`src/rtl/str_pkg.sv`:
```
// shared types and constants for the stream tag replacer
// used by str_front, str_op_queue, str_back and stream_tag_replacer; no dependencies
package str_pkg;

   localparam int CHAR_W          = 8;
   localparam int WORD_CHARS      = 8;                  // characters in one packed register
   localparam int WORD_W          = CHAR_W * WORD_CHARS;
   localparam int LEN_W           = 4;                  // length registers and word counts
   localparam int IDX_W           = $clog2(WORD_CHARS);
   localparam int CSR_IDX_W       = 2;
   localparam int TAG_MAX         = 8;
   localparam int REPLACEMENT_MAX = 8;
   localparam int REPL_EFF        = (REPLACEMENT_MAX < WORD_CHARS) ? REPLACEMENT_MAX : WORD_CHARS;
   localparam int OPQ_DEPTH       = 2;

   typedef enum logic [CSR_IDX_W-1:0] {
      CSR_TAG_CHARS   = 2'd0,
      CSR_TAG_LENGTH  = 2'd1,
      CSR_REPL_CHARS  = 2'd2,
      CSR_REPL_LENGTH = 2'd3
   } str_csr_index_type;

   // one emit job: count words taken from data, lowest byte first
   typedef struct packed {
      logic [WORD_W-1:0] data;
      logic [LEN_W-1:0]  count;
      logic              last;
   } str_op_type;

endpackage

```
`src/rtl/str_front.sv`:
```
// front end: configuration registers, pending window and match classification
// depends on str_pkg; produces at most one emit job per accepted character
module str_front #(
   parameter int TAG_MAX = str_pkg::TAG_MAX
) (
   input  logic                             clock,
   input  logic                             reset,
   input  logic                             csr_write_en,
   input  logic [str_pkg::CSR_IDX_W-1:0]    csr_index,
   input  logic [str_pkg::WORD_W-1:0]       csr_data,
   input  logic                             in_accept,
   input  logic [str_pkg::CHAR_W-1:0]       in_char,
   input  logic                             in_last,
   output logic                             op_push,
   output str_pkg::str_op_type              op
);
   import str_pkg::*;

   localparam int TAG_EFF    = (TAG_MAX < WORD_CHARS) ? TAG_MAX : WORD_CHARS;
   localparam int WIN        = TAG_EFF;
   localparam int PEND_DEPTH = (TAG_EFF > 1) ? TAG_EFF - 1 : 1;
   localparam int PCNT_W     = $clog2(PEND_DEPTH + 1);
   localparam int WIN_W      = WIN * CHAR_W;
   localparam logic [LEN_W-1:0] TAG_EFF_LEN  = LEN_W'(TAG_EFF);
   localparam logic [LEN_W-1:0] REPL_EFF_LEN = LEN_W'(REPL_EFF);

   logic [WORD_W-1:0] tag_chars_ff;
   logic [LEN_W-1:0]  tag_length_ff;
   logic [WORD_W-1:0] repl_chars_ff;
   logic [LEN_W-1:0]  repl_length_ff;
   logic [CHAR_W-1:0] pend_ff [PEND_DEPTH];
   logic [CHAR_W-1:0] pend_in [PEND_DEPTH];
   logic [PCNT_W-1:0] pcount_ff;
   logic [PCNT_W-1:0] pcount_in;

   logic [LEN_W-1:0]  tag_len;
   logic [LEN_W-1:0]  repl_len;
   logic [LEN_W-1:0]  n_chars;
   logic [LEN_W-1:0]  keep_start;
   logic [WIN_W-1:0]  win_vec;
   logic [WIN_W-1:0]  shifted;
   logic              full_match;
   logic [WIN:0]      prefix_ok;
   logic              tag_write;

   // effective lengths
   always_comb begin
      if (tag_length_ff == '0) begin
         tag_len = LEN_W'(1);
      end else if (tag_length_ff > TAG_EFF_LEN) begin
         tag_len = TAG_EFF_LEN;
      end else begin
         tag_len = tag_length_ff;
      end
      repl_len = (repl_length_ff > REPL_EFF_LEN) ? REPL_EFF_LEN : repl_length_ff;
   end

   assign n_chars = LEN_W'(pcount_ff) + LEN_W'(1);

   // window: pending characters then the new one
   always_comb begin
      for (int i = 0; i < WIN; i++) begin
         if (LEN_W'(i) == LEN_W'(pcount_ff)) begin
            win_vec[i*CHAR_W +: CHAR_W] = in_char;
         end else if (i < PEND_DEPTH && LEN_W'(i) < LEN_W'(pcount_ff)) begin
            win_vec[i*CHAR_W +: CHAR_W] = pend_ff[(i < PEND_DEPTH) ? i : 0];
         end else begin
            win_vec[i*CHAR_W +: CHAR_W] = '0;
         end
      end
   end

   // whole tag at the window start, and suffixes that are still a tag prefix
   always_comb begin
      full_match = (n_chars == tag_len);
      for (int j = 0; j < WIN; j++) begin
         if (LEN_W'(j) < tag_len &&
             win_vec[j*CHAR_W +: CHAR_W] != tag_chars_ff[j*CHAR_W +: CHAR_W]) begin
            full_match = 1'b0;
         end
      end
      for (int k = 0; k <= WIN; k++) begin
         prefix_ok[k] = 1'b1;
         for (int j = 0; j < WIN; j++) begin
            if (k + j < WIN) begin
               if (LEN_W'(k + j) < n_chars &&
                   win_vec[((k + j < WIN) ? k + j : 0)*CHAR_W +: CHAR_W] !=
                   tag_chars_ff[j*CHAR_W +: CHAR_W]) begin
                  prefix_ok[k] = 1'b0;
               end
            end
         end
      end
      // a run as long as the tag is a full match or a mismatch, never pending
      if (n_chars >= tag_len) begin
         prefix_ok[0] = 1'b0;
      end
   end

   // first position that can still start a match
   always_comb begin
      keep_start = LEN_W'(WIN);
      for (int k = WIN; k >= 0; k--) begin
         if (prefix_ok[k]) begin
            keep_start = LEN_W'(k);
         end
      end
   end

   assign shifted = win_vec >> (CHAR_W * keep_start);

   always_comb begin
      op.last   = in_last;
      pcount_in = '0;
      if (full_match) begin
         op.data  = repl_chars_ff;
         op.count = repl_len;
      end else if (in_last) begin
         op.data  = WORD_W'(win_vec);
         op.count = n_chars;
      end else begin
         op.data   = WORD_W'(win_vec);
         op.count  = keep_start;
         pcount_in = PCNT_W'(n_chars - keep_start);
      end
      for (int i = 0; i < PEND_DEPTH; i++) begin
         pend_in[i] = shifted[i*CHAR_W +: CHAR_W];
      end
   end

   // nothing to send when the job has no words (whole window pending, or empty replacement), unless text ends
   assign op_push = in_accept && (op.count != '0 || in_last);

   // a tag write empties the window
   assign tag_write = csr_write_en &&
                      (str_csr_index_type'(csr_index) inside {CSR_TAG_CHARS, CSR_TAG_LENGTH});

   always_ff @(posedge clock) begin
      if (reset) begin
         tag_chars_ff   <= '0;
         tag_length_ff  <= LEN_W'(1);
         repl_chars_ff  <= '0;
         repl_length_ff <= '0;
         pcount_ff      <= '0;
      end else begin
         if (tag_write) begin
            pcount_ff <= '0;
         end else if (in_accept) begin
            pcount_ff <= pcount_in;
         end
         if (csr_write_en) begin
            unique case (str_csr_index_type'(csr_index))
               CSR_TAG_CHARS: begin
                  tag_chars_ff <= csr_data;
               end
               CSR_TAG_LENGTH: begin
                  tag_length_ff <= csr_data[LEN_W-1:0];
               end
               CSR_REPL_CHARS: begin
                  repl_chars_ff <= csr_data;
               end
               CSR_REPL_LENGTH: begin
                  repl_length_ff <= csr_data[LEN_W-1:0];
               end
            endcase
         end
      end
   end

   always_ff @(posedge clock) begin
      if (in_accept) begin
         pend_ff <= pend_in;
      end
   end

endmodule

```
`src/rtl/str_op_queue.sv`:
```
// short queue of emit jobs between front and back ends
// depends on str_pkg for the job type
module str_op_queue #(
   parameter int DEPTH = str_pkg::OPQ_DEPTH
) (
   input  logic                clock,
   input  logic                reset,
   input  logic                push,
   input  str_pkg::str_op_type push_op,
   output logic                full,
   output logic                head_valid,
   output str_pkg::str_op_type head_op,
   input  logic                head_pop
);
   import str_pkg::*;

   localparam int PTR_W = (DEPTH > 1) ? $clog2(DEPTH) : 1;
   localparam int CNT_W = $clog2(DEPTH + 1);
   localparam logic [PTR_W-1:0] PTR_LAST = PTR_W'(DEPTH - 1);

   str_op_type       entry_ff [DEPTH];
   logic [PTR_W-1:0] wr_ptr_ff;
   logic [PTR_W-1:0] rd_ptr_ff;
   logic [CNT_W-1:0] count_ff;
   logic             do_pop;

   assign full       = (count_ff == CNT_W'(DEPTH));
   assign head_valid = (count_ff != '0);
   assign head_op    = entry_ff[rd_ptr_ff];
   assign do_pop     = head_pop && head_valid;

   always_ff @(posedge clock) begin
      if (reset) begin
         wr_ptr_ff <= '0;
         rd_ptr_ff <= '0;
         count_ff  <= '0;
      end else begin
         if (push) begin
            wr_ptr_ff <= (wr_ptr_ff == PTR_LAST) ? '0 : wr_ptr_ff + PTR_W'(1);
         end
         if (do_pop) begin
            rd_ptr_ff <= (rd_ptr_ff == PTR_LAST) ? '0 : rd_ptr_ff + PTR_W'(1);
         end
         if (push && !do_pop) begin
            count_ff <= count_ff + CNT_W'(1);
         end else if (do_pop && !push) begin
            count_ff <= count_ff - CNT_W'(1);
         end
      end
   end

   always_ff @(posedge clock) begin
      if (push) begin
         entry_ff[wr_ptr_ff] <= push_op;
      end
   end

endmodule

```
`src/rtl/str_back.sv`:
```
// back end: expands emit jobs into result words, one per cycle unless rsp stalls, into the output register
// depends on str_pkg for the job type
module str_back (
   input  logic                        clock,
   input  logic                        reset,
   input  logic                        head_valid,
   input  str_pkg::str_op_type         head_op,
   output logic                        head_pop,
   output logic                        empty,
   input  logic                        pop,
   output logic [str_pkg::CHAR_W-1:0]  rsp_char_out,
   output logic                        rsp_empty_out,
   output logic                        rsp_last_out
);
   import str_pkg::*;

   logic [IDX_W-1:0]  idx_ff;
   logic [IDX_W-1:0]  idx_in;
   logic              out_valid_ff;
   logic [CHAR_W-1:0] out_char_ff;
   logic [CHAR_W-1:0] out_char_in;
   logic              out_empty_ff;
   logic              out_last_ff;
   logic              marker;
   logic              final_word;
   logic              load;

   assign marker     = (head_op.count == '0);
   assign final_word = marker || (LEN_W'(idx_ff) == head_op.count - LEN_W'(1));
   assign load       = head_valid && (!out_valid_ff || pop);
   assign head_pop   = load && final_word;
   assign idx_in     = final_word ? '0 : idx_ff + IDX_W'(1);
   assign out_char_in = marker ? '0 : head_op.data[idx_ff*CHAR_W +: CHAR_W];

   always_ff @(posedge clock) begin
      if (reset) begin
         idx_ff       <= '0;
         out_valid_ff <= 1'b0;
      end else begin
         if (load) begin
            idx_ff       <= idx_in;
            out_valid_ff <= 1'b1;
         end else if (pop) begin
            out_valid_ff <= 1'b0;
         end
      end
   end

   always_ff @(posedge clock) begin
      if (load) begin
         out_char_ff  <= out_char_in;
         out_empty_ff <= marker;
         out_last_ff  <= head_op.last && final_word;
      end
   end

   assign empty         = !out_valid_ff;
   assign rsp_char_out  = out_char_ff;
   assign rsp_empty_out = out_empty_ff;
   assign rsp_last_out  = out_last_ff;

   a_marker_is_last: assert property (@(posedge clock) disable iff (reset)
      out_valid_ff && out_empty_ff |-> out_last_ff)
      else $error("end marker without last");

   a_empty_job_ends_text: assert property (@(posedge clock) disable iff (reset)
      head_valid && marker |-> head_op.last)
      else $error("empty job that does not end a text");

   a_idx_in_range: assert property (@(posedge clock) disable iff (reset)
      head_valid |-> (LEN_W'(idx_ff) < head_op.count) || (idx_ff == '0))
      else $error("word index beyond job length");

   a_idx_restarts: assert property (@(posedge clock) disable iff (reset)
      head_pop |=> (idx_ff == '0))
      else $error("word index not cleared after job");

endmodule

```
`src/rtl/stream_tag_replacer.sv`:
```
// top level of the stream tag replacer: front end, job queue and back end
// depends on str_pkg, str_front, str_op_queue and str_back
//
//   channel  direction  handshake          words
//   req      in         push / full        req_char_in, req_last_in
//   rsp      out        empty / pop        rsp_char_out, rsp_empty_out, rsp_last_out
//   csr      in         csr_write_en       csr_index, csr_data (no wait, no read-back)
//
// one character is accepted per cycle while the job queue has room
// a character that causes m result words (m up to 8, an end marker is one word) holds the back end until
// all m have gone out through the single result-word port of the back end
// a result word passes through the job queue and then the output register before it shows on the rsp ports
// reset is synchronous and clears the window count, the job queue and the output register, and resets the csr registers
// a stall on rsp fills the job queue and then raises full; push does not affect rsp
module stream_tag_replacer #(
   parameter int TAG_MAX = str_pkg::TAG_MAX
) (
   input  logic                            clock,
   input  logic                            reset,
   // character input
   input  logic                            push,
   output logic                            full,
   input  logic [str_pkg::CHAR_W-1:0]      req_char_in,
   input  logic                            req_last_in,
   // rewritten text output
   output logic                            empty,
   input  logic                            pop,
   output logic [str_pkg::CHAR_W-1:0]      rsp_char_out,
   output logic                            rsp_empty_out,
   output logic                            rsp_last_out,
   // configuration writes
   input  logic                            csr_write_en,
   input  logic [str_pkg::CSR_IDX_W-1:0]   csr_index,
   input  logic [str_pkg::WORD_W-1:0]      csr_data
);
   import str_pkg::*;

   logic       in_accept;
   logic       op_push;
   str_op_type op;
   logic       head_valid;
   str_op_type head_op;
   logic       head_pop;

   // a character is taken whenever the queue can hold the job it may create
   assign in_accept = push && !full;

   // classify the character against the window, build its emit job
   str_front #(
      .TAG_MAX (TAG_MAX)
   ) u_front (
      .clock        (clock),
      .reset        (reset),
      .csr_write_en (csr_write_en),
      .csr_index    (csr_index),
      .csr_data     (csr_data),
      .in_accept    (in_accept),
      .in_char      (req_char_in),
      .in_last      (req_last_in),
      .op_push      (op_push),
      .op           (op)
   );

   // decouples the front from output stalls
   str_op_queue #(
      .DEPTH (OPQ_DEPTH)
   ) u_queue (
      .clock      (clock),
      .reset      (reset),
      .push       (op_push),
      .push_op    (op),
      .full       (full),
      .head_valid (head_valid),
      .head_op    (head_op),
      .head_pop   (head_pop)
   );

   // one result word per cycle into the output register, unless rsp stalls
   str_back u_back (
      .clock         (clock),
      .reset         (reset),
      .head_valid    (head_valid),
      .head_op       (head_op),
      .head_pop      (head_pop),
      .empty         (empty),
      .pop           (pop),
      .rsp_char_out  (rsp_char_out),
      .rsp_empty_out (rsp_empty_out),
      .rsp_last_out  (rsp_last_out)
   );

endmodule
```
`config.mk`:
```
export PLATFORM = sky130hd
export DESIGN_NAME = stream_tag_replacer
export DESIGN_NICKNAME = d
export VERILOG_FILES = /design/src/rtl/str_pkg.sv /design/src/rtl/str_front.sv /design/src/rtl/str_op_queue.sv /design/src/rtl/str_back.sv /design/src/rtl/stream_tag_replacer.sv
export SDC_FILE = /design/constraint.sdc
export NUM_CORES = 1
export LEC_CHECK = 0
export ABC_AREA = 1
export BUFFER_PORTS_ARGS = -buffer_cell sky130_fd_sc_hd__buf_2
export CELL_PAD_IN_SITES_DETAIL_PLACEMENT = 0
export CELL_PAD_IN_SITES_GLOBAL_PLACEMENT = 2
export CORE_MARGIN = 8
export CORE_UTILIZATION = 32
export DETAILED_ROUTE_END_ITERATION = 10
export PLACE_DENSITY_LB_ADDON = 0.1
export SLEW_MARGIN = 40
export SYNTH_ARGS = -nofsm -noshare
export SYNTH_HDL_FRONTEND = slang
export SYNTH_SLANG_ARGS = --single-unit
```
`constraint.sdc`:
```
create_clock -name clock -period 7 [get_ports clock]
set_input_delay 1.4 -clock clock [delete_from_list [all_inputs] [get_ports clock]]
set_output_delay 1.4 -clock clock [all_outputs]
set_load 0.005 [all_outputs]
```
==> results of run 1 <==
[state kept, by name, summed over array words and instances (netlist names), 2 cells and up, named ones only]
register	flops
u_back.idx_ff	3
u_back.rsp_char_out	8
u_front.pcount_ff	3
u_front.pend_ff	56
u_front.repl_chars_ff	64
u_front.repl_length_ff	4
u_front.tag_chars_ff	64
u_front.tag_length_ff	4
u_queue.count_ff	2
u_queue.entry_ff	138
[power by group through the flow]
stage,clock (mW),sequential (mW),combinational (mW)
2_1_floorplan,0,2.63,0.706
4_1_cts,2.25,2.63,1.22
6_report,2.20,2.63,1.21
3_3_place_gp,0,2.67,1.21
5_1_grt,2.33,2.65,1.33
3_5_place_dp,0,2.67,1.21
[metrics by stage]
| step | cells | worst slack, ns | instance area, um^2 | total power [mW] | utilization |
|---|---|---|---|---|---|
| 3_5_place_dp | 3935 | 1.03 | 22700 | 3.88 | 0.340 |
| 3_3_place_gp | 3934 | 1.10 | 22700 | 3.88 | 0.340 |
| 6_report | 4020 | 1.06 | 24100 | 6.04 | 0.361 |
| 5_1_grt | 4015 | 0.671 | 24000 | 6.30 | 0.361 |
| 4_1_cts | 4015 | 1.08 | 24000 | 6.10 | 0.361 |
| 2_1_floorplan | 3078 | 0.150 | 21400 | 3.33 | - |
[cell usage after synthesis, drive strengths merged, types with 29 or more instances]
cell type     n  share of area
a21oi       110          0.026
buf          57          0.016
clkbuf       90          0.016
dfxtp       148           0.14
edfxtp      204           0.29
inv         171          0.030
nand2      1120           0.20
nand3       270          0.067
nand4        40          0.012
nor2        370          0.067
o21ai       340          0.082
xor2         29          0.012
[final cells by class]
| class | instances | area share |
|---|---|---|
| diodes | 5 | 0.000520 |
| clock buffers | 65 | 0.0507 |
| clock inverters | 15 | 0.00593 |
| inverters | 187 | 0.0295 |
| multi-input cells | 2392 | 0.456 |
| flip-flops and latches | 352 | 0.378 |
| well taps | 873 | 0.0454 |
| repair buffers | 131 | 0.0345 |
[cell usage in the layout (no fill, tap or decap), types with 7 or more instances in the layout]
cell       instances
inv_2             27
clkinv_2           7
o21ai_0          264
clkinv_1          19
nand2_4            9
o221ai_1          22
nand2_1         1091
ha_1              15
inv_1            141
edfxtp_1         204
nor2_1           362
o21ai_1           68
o22ai_1           13
buf_2             91
a21oi_1          110
dfxtp_1          147
o211ai_1          15
nand4_1           40
buf_4             33
clkbuf_16         43
nand2_2           19
nor3_1             9
clkbuf_1          16
xor2_1            29
nand3_1          263
[per-layer routing]
layer | wire length, um | GRT usage
met3 | 8730 | 0.0491
met4 | 4440 | 0.105
met2 | 50100 | 0.460
met1 | 50000 | 0.405
met5 | 59 | 0
[how the worst max path moves through the flow]
stage / endpoint / slack [ns] / start / depth (start not counted)
global route: u_queue.entry_ff[0][63] / 0.67 / u_front.pcount_ff[2] / 17
finish: u_queue.entry_ff[0][66] / 1.06 / u_front.pcount_ff[2] / 17
floorplan: u_queue.entry_ff[0][0] / 0.15 / req_char_in[7] / 17
CTS: u_queue.entry_ff[0][67] / 1.08 / u_front.pcount_ff[2] / 17
global placement: u_queue.count_ff[1] / 1.10 / req_char_in[6] / 26
detailed placement: u_queue.entry_ff[0][67] / 1.03 / req_char_in[6] / 17
[cell families (layout without fill, tap and decap cells)]
kind of cell	count (synthesis)	count (layout)	synth area share
muxes	4	4	0.00187
DFF	352	352	0.424
adders and majority gates	16	16	0.00970
and+or+nand+nor	1817	1817	0.352
buffers and inverters	334	398	0.0646
other	0	5	0
xor gates and xnor gates	33	33	0.0135
AOI/OAI and AO/OA	522	522	0.134
==> impl_metrics.env, run 1 <==
export IMPL_critPathMaxStageDelay_ns=0.81
export IMPL_ys_seq_area_frac=0.424
export IMPL_cts_setup_buffers=0
export IMPL_hold_violations=0
export IMPL_synth_distinct_cells=49
export IMPL_ctsLongestPathBuffers=3
export IMPL_hold_depth=1
export IMPL_grt_antenna_before_repair=12
export IMPL_slowest_stage="dfxtp_1"
export IMPL_grt_pass1_wl_um=158000
export IMPL_synth_edf_count=204
export IMPL_r2r_cells=17
export IMPL_synth_area_mm2=0.0214
export IMPL_p_per_area_mw_per_mm2=251
export IMPL_n_fill_cell=7252
export IMPL_whs_ns=0.450
export IMPL_wl_per_cell_um=28.2
export IMPL_clk_pin_slew_ns=0.06
export IMPL_async_flop_share=0
export IMPL_drt_iter0_drc=2349
export IMPL_worst_pin_slew_ns=0.884
export IMPL_die_y_um=275
export IMPL_cp_end_kind="flip-flop"
export IMPL_vias=22200
export IMPL_setup_viol_count_final=0
export IMPL_outcome="finished clean"
export IMPL_power_frac_seq=0.435
export IMPL_area_delta_synth_final_pct=12.3
export IMPL_internal_power_mw=4.09
export IMPL_max_freq_mhz=168
export IMPL_root_buffer="clkbuf_16"
export IMPL_cts_resized=0
export IMPL_insertion_delay_ns=0.60
export IMPL_multiInputGateArea_mm2=0.0110
export IMPL_avgSynthCellArea_um2=6.96
export IMPL_leakage_nw=10.4
export IMPL_tns_ns=0
export IMPL_coreArea_mm2=0.0667
export IMPL_final_nets=3203
export IMPL_crit_chain="ha_1 -> nand2_1 -> xnor2_1 -> nor3_1 -> nand2_1 -> a21oi_1 -> nand3_1 -> nor3b_2 -> nand2_2 -> nor2_2 -> nand2_1 -> nand2_1 -> nor2_1 -> nand3_1 -> nand2_1 -> nor2_4 -> buf_12"
export IMPL_grt_pass1_vias=21200
export IMPL_yosys_warnings=0
export IMPL_hold_class="reg -> reg"
export IMPL_numPortBuffers=91
export IMPL_syn_nets=3174
export IMPL_io_pins=92
export IMPL_drc=0
export IMPL_grt_util_all_layers=0.294
export IMPL_tritoncts="done"
export IMPL_grt_ovfl_total=0
export IMPL_max_slew_margin=0.404
export IMPL_htreeDepth=2
export IMPL_cp_top_family="simple AND/OR/NAND/NOR gates"
export IMPL_place_hpwl_um=85900
export IMPL_ant_nets=0
export IMPL_chipWidth_um=275
export IMPL_worstReg2RegEnd="u_queue.entry_ff[0][66]"
export IMPL_rr_startpoint="u_front.pcount_ff[2]"
export IMPL_routed_wl_um=113000
export IMPL_p_comb_frac=0.200
export IMPL_worst_path_most_repeated_cell="nand2_1"
export IMPL_swShare=0.323
export IMPL_netlist_instances=3078
export IMPL_hold_buffers=0
export IMPL_drive_gt1_frac=0.0885
export IMPL_hp_start="u_queue.rd_ptr_ff"
export IMPL_rows=95
export IMPL_rrSetupSlack_ns=1.06
export IMPL_start_util=0.321
export IMPL_cp_arrival_ns=6.18
export IMPL_place_gp_congestion=0.959
export IMPL_die_area_mm2=0.0755
export IMPL_fin_worst_skew_ns=0.0285
export IMPL_drtPass1Iterations=7
export IMPL_critPathLaunchType="flip-flop"
export IMPL_min_period_over_period=0.849
export IMPL_seqCellArea_mm2=0.00909
export IMPL_max_cap_violations=0
export IMPL_synth_seq_cells=352
export IMPL_clock_sinks=352
export IMPL_cts_made_buffers=43
export IMPL_p_sw_mw=1.95
export IMPL_grt_setup_unrepaired="no"
export IMPL_crit_required_ns=7.24
export IMPL_setup_worst_path_class="reg -> reg"
export IMPL_pwr_share_clk=0.365
export IMPL_post_route_min_period_ns=5.94
export IMPL_grt_max_degree=119
export IMPL_ys_flop_type="edfxtp_1"
export IMPL_viasPerCell=5.52
export IMPL_critical_path_max_fanout=55
export IMPL_vdd_drop_max_mv=0.173
export IMPL_maxSlewViolCount=0
export IMPL_path_buf_inv=1
(Power assumes the default switching activity.)
==> inputs of run 2 (changes only) <==
- CORE_UTILIZATION: 32 -> 36
- clock period: 7 -> 5.71 ns (I/O delays scaled with it)
==> run 2 against run 1 <==
  * Global-route usage increased by 1.9 points
  * Clock power up 33%
  * Sequential share of layout area fell by 0.48 points
  * Die area down 10%
  * Design area up 1.3%
  * Critical path type unchanged
  * Via count is 1.2% higher
  * First-iteration DRC count increased by 8.9%
==> impl_metrics.env, run 2 (synthesis results as in run 1) <==
export IMPL_outcome="finished clean"
export IMPL_final_core_util=0.414
export IMPL_grt_ovfl_total=0
export IMPL_p_sw_mw=2.39
export IMPL_max_freq_mhz=192
export IMPL_hp_start="u_queue.rd_ptr_ff"
export IMPL_htreeDepth=2
export IMPL_place_hpwl_um=83300
export IMPL_grt_util_all_layers=0.313
export IMPL_n_fill_cell=6225
export IMPL_p_per_area_mw_per_mm2=313
export IMPL_vdd_drop_max_mv=0.432
export IMPL_r2r_cells=22
export IMPL_hold_violations=0
export IMPL_pwr_share_clk=0.382
export IMPL_postPlaceCellArea_mm2=0.0229
export IMPL_layout_common_cells="1090 x nand2_1, 362 x nor2_1, 264 x o21ai_0"
export IMPL_leakage_nw=10.6
export IMPL_grt_busiest_layer="met2"
export IMPL_worst_pin_slew_ns=0.978
export IMPL_setup_viol_count_final=0
export IMPL_max_slew_margin=0.341
export IMPL_worstHoldEndpoint="u_queue.rd_ptr_ff"
export IMPL_chipWidth_um=260
export IMPL_clock_sinks=352
export IMPL_largest_register="u_queue.entry_ff"
export IMPL_final_area_mm2=0.0244
export IMPL_largestRegisters="u_queue.entry_ff x138, u_front.repl_chars_ff x64, u_front.tag_chars_ff x64"
export IMPL_max_cap_violations=0
export IMPL_ctsLongestPathBuffers=3
export IMPL_drc=0
export IMPL_grt_pass1_wl_um=153000
export IMPL_hold_class="reg -> reg"
export IMPL_die_area_mm2=0.0676
export IMPL_io_pins=92
export IMPL_final_nets=3242
export IMPL_tns_ns=0
export IMPL_root_buffer="clkbuf_16"
export IMPL_coreArea_mm2=0.0589
export IMPL_rrSetupSlack_ns=0.51
export IMPL_drtPass1Iterations=6
export IMPL_maxSlewViolCount=0
export IMPL_insertion_delay_ns=0.59
export IMPL_clk_pin_slew_ns=0.06
export IMPL_rr_startpoint="u_front.pcount_ff[1]"
export IMPL_grt_setup_unrepaired="no"
export IMPL_use_met3=0.0657
export IMPL_grt_antenna_before_repair=6
export IMPL_seqCellArea_mm2=0.00909
export IMPL_critPathLaunchType="flip-flop"
export IMPL_setup_worst_path_class="reg -> reg"
export IMPL_drive_gt1_frac=0.103
export IMPL_numPortBuffers=91
export IMPL_crit_required_ns=6.24
export IMPL_ant_nets=0
export IMPL_worstReg2RegEnd="u_front.pcount_ff[2]"
export IMPL_largest_reg_flops=138
export IMPL_cts_resized=0
export IMPL_p_comb_frac=0.196
export IMPL_use_met1=0.429
export IMPL_place_gp_congestion=0.987
export IMPL_rows=89
export IMPL_final_common_cell="nand2_1"
export IMPL_swShare=0.314
export IMPL_die_y_um=260
export IMPL_multiInputGateArea_mm2=0.0110
export IMPL_hold_depth=1
export IMPL_cp_end_kind="flip-flop"
export IMPL_tritoncts="done"
export IMPL_power_frac_seq=0.422
export IMPL_cts_made_buffers=43
export IMPL_post_route_min_period_ns=5.20
export IMPL_hold_buffers=0
export IMPL_start_util=0.364
export IMPL_grt_max_degree=104
export IMPL_min_period_over_period=0.910
export IMPL_viasPerCell=5.68
export IMPL_cp_arrival_ns=5.72
export IMPL_critical_path_max_fanout=29
export IMPL_routed_wl_um=109000
export IMPL_wl_per_cell_um=27.6
export IMPL_internal_power_mw=5.24
export IMPL_drt_iter0_drc=2558
export IMPL_fin_worst_skew_ns=0.0274
export IMPL_area_delta_synth_final_pct=13.8
export IMPL_grtUsageMet2=0.483
export IMPL_vias=22500
export IMPL_grt_pass1_vias=20800
export IMPL_cts_setup_buffers=0
run 2: cell types whose count changed in the layout (fill, tap and decap cells not counted), moves of 2 or more:
cell       previous run  this run
bufinv_16             1         5
buf_4                33        72
diode_2               5         1
clkbuf_1             16         4
clkinv_4              2         4
inv_16                0         2
clkbuf_16            43        45
inv_4                 2         6
run 2: critical path, stage by stage (launching register included):
cell      delay, ns
dfxtp_1        0.33
buf_4          0.24
ha_1           0.19
ha_2           0.45
nand2_1        0.38
clkinv_1       0.29
nand2_1        0.08
a211oi_1       0.46
nand2_1        0.19
nand2_1        0.10
nand2_1        0.05
nor2_1         0.15
nand2_2        0.17
nand2_8        0.21
inv_4          0.10
nand2_4        0.09
buf_4          0.33
inv_2          0.23
fa_1           0.46
xor2_1         0.22
o21ai_1        0.10
a21o_1         0.17
a21oi_1        0.11
run 2: area by class of cell:
| class | count | share of cell area |
|---|---|---|
| multi-input cells | 2392 | 0.450 |
| clock inverters | 24 | 0.0119 |
| diodes | 1 | 0.000103 |
| flip-flops and latches | 352 | 0.373 |
| clock buffers | 54 | 0.0497 |
| inverters | 187 | 0.0293 |
| well taps | 773 | 0.0397 |
| repair buffers | 170 | 0.0463 |
run 2: worst max-delay path by stage:
stage,slack (ns),start,end,cells after the start
finish,0.51,u_front.pcount_ff[1],u_front.pcount_ff[2],22
floorplan,0.28,req_char_in[7],u_queue.entry_ff[0][0],17
detailed placement,0.20,req_char_in[3],u_front.pcount_ff[2],21
global placement,0.08,req_char_in[3],u_queue.count_ff[1],26
global route,0.21,u_front.pcount_ff[1],u_queue.count_ff[1],27
CTS,0.21,u_front.pcount_ff[1],u_front.pcount_ff[2],23
run 2: power by group through the flow:
| stage | Combinational (mW) | Clock [mW] | Sequential, mW |
|---|---|---|---|
| 2_1_floorplan | 0.866 | 0 | 3.21 |
| 3_3_place_gp | 1.47 | 0 | 3.27 |
| 5_1_grt | 1.64 | 3.05 | 3.25 |
| 4_1_cts | 1.50 | 2.96 | 3.22 |
| 3_5_place_dp | 1.49 | 0 | 3.27 |
| 6_report | 1.50 | 2.92 | 3.22 |
run 2: per-stage QoR:
step	total power [mW]	hold slack [ns]	instances	setup slack [ns]
after floorplan	4.08	0.426	3078	0.275
after global placement	4.74	0.444	3874	0.0812
after detailed placement	4.76	0.452	3874	0.201
after CTS	7.67	0.463	3952	0.211
after global routing	7.93	0.486	3952	0.214
final	7.63	0.468	3953	0.514
run 2: per-layer routing:
metal,part of all wire,routed length [um]
met1,0.43,47200
met2,0.44,48100
met3,0.088,9550
met4,0.039,4210
met5,0.00025,27
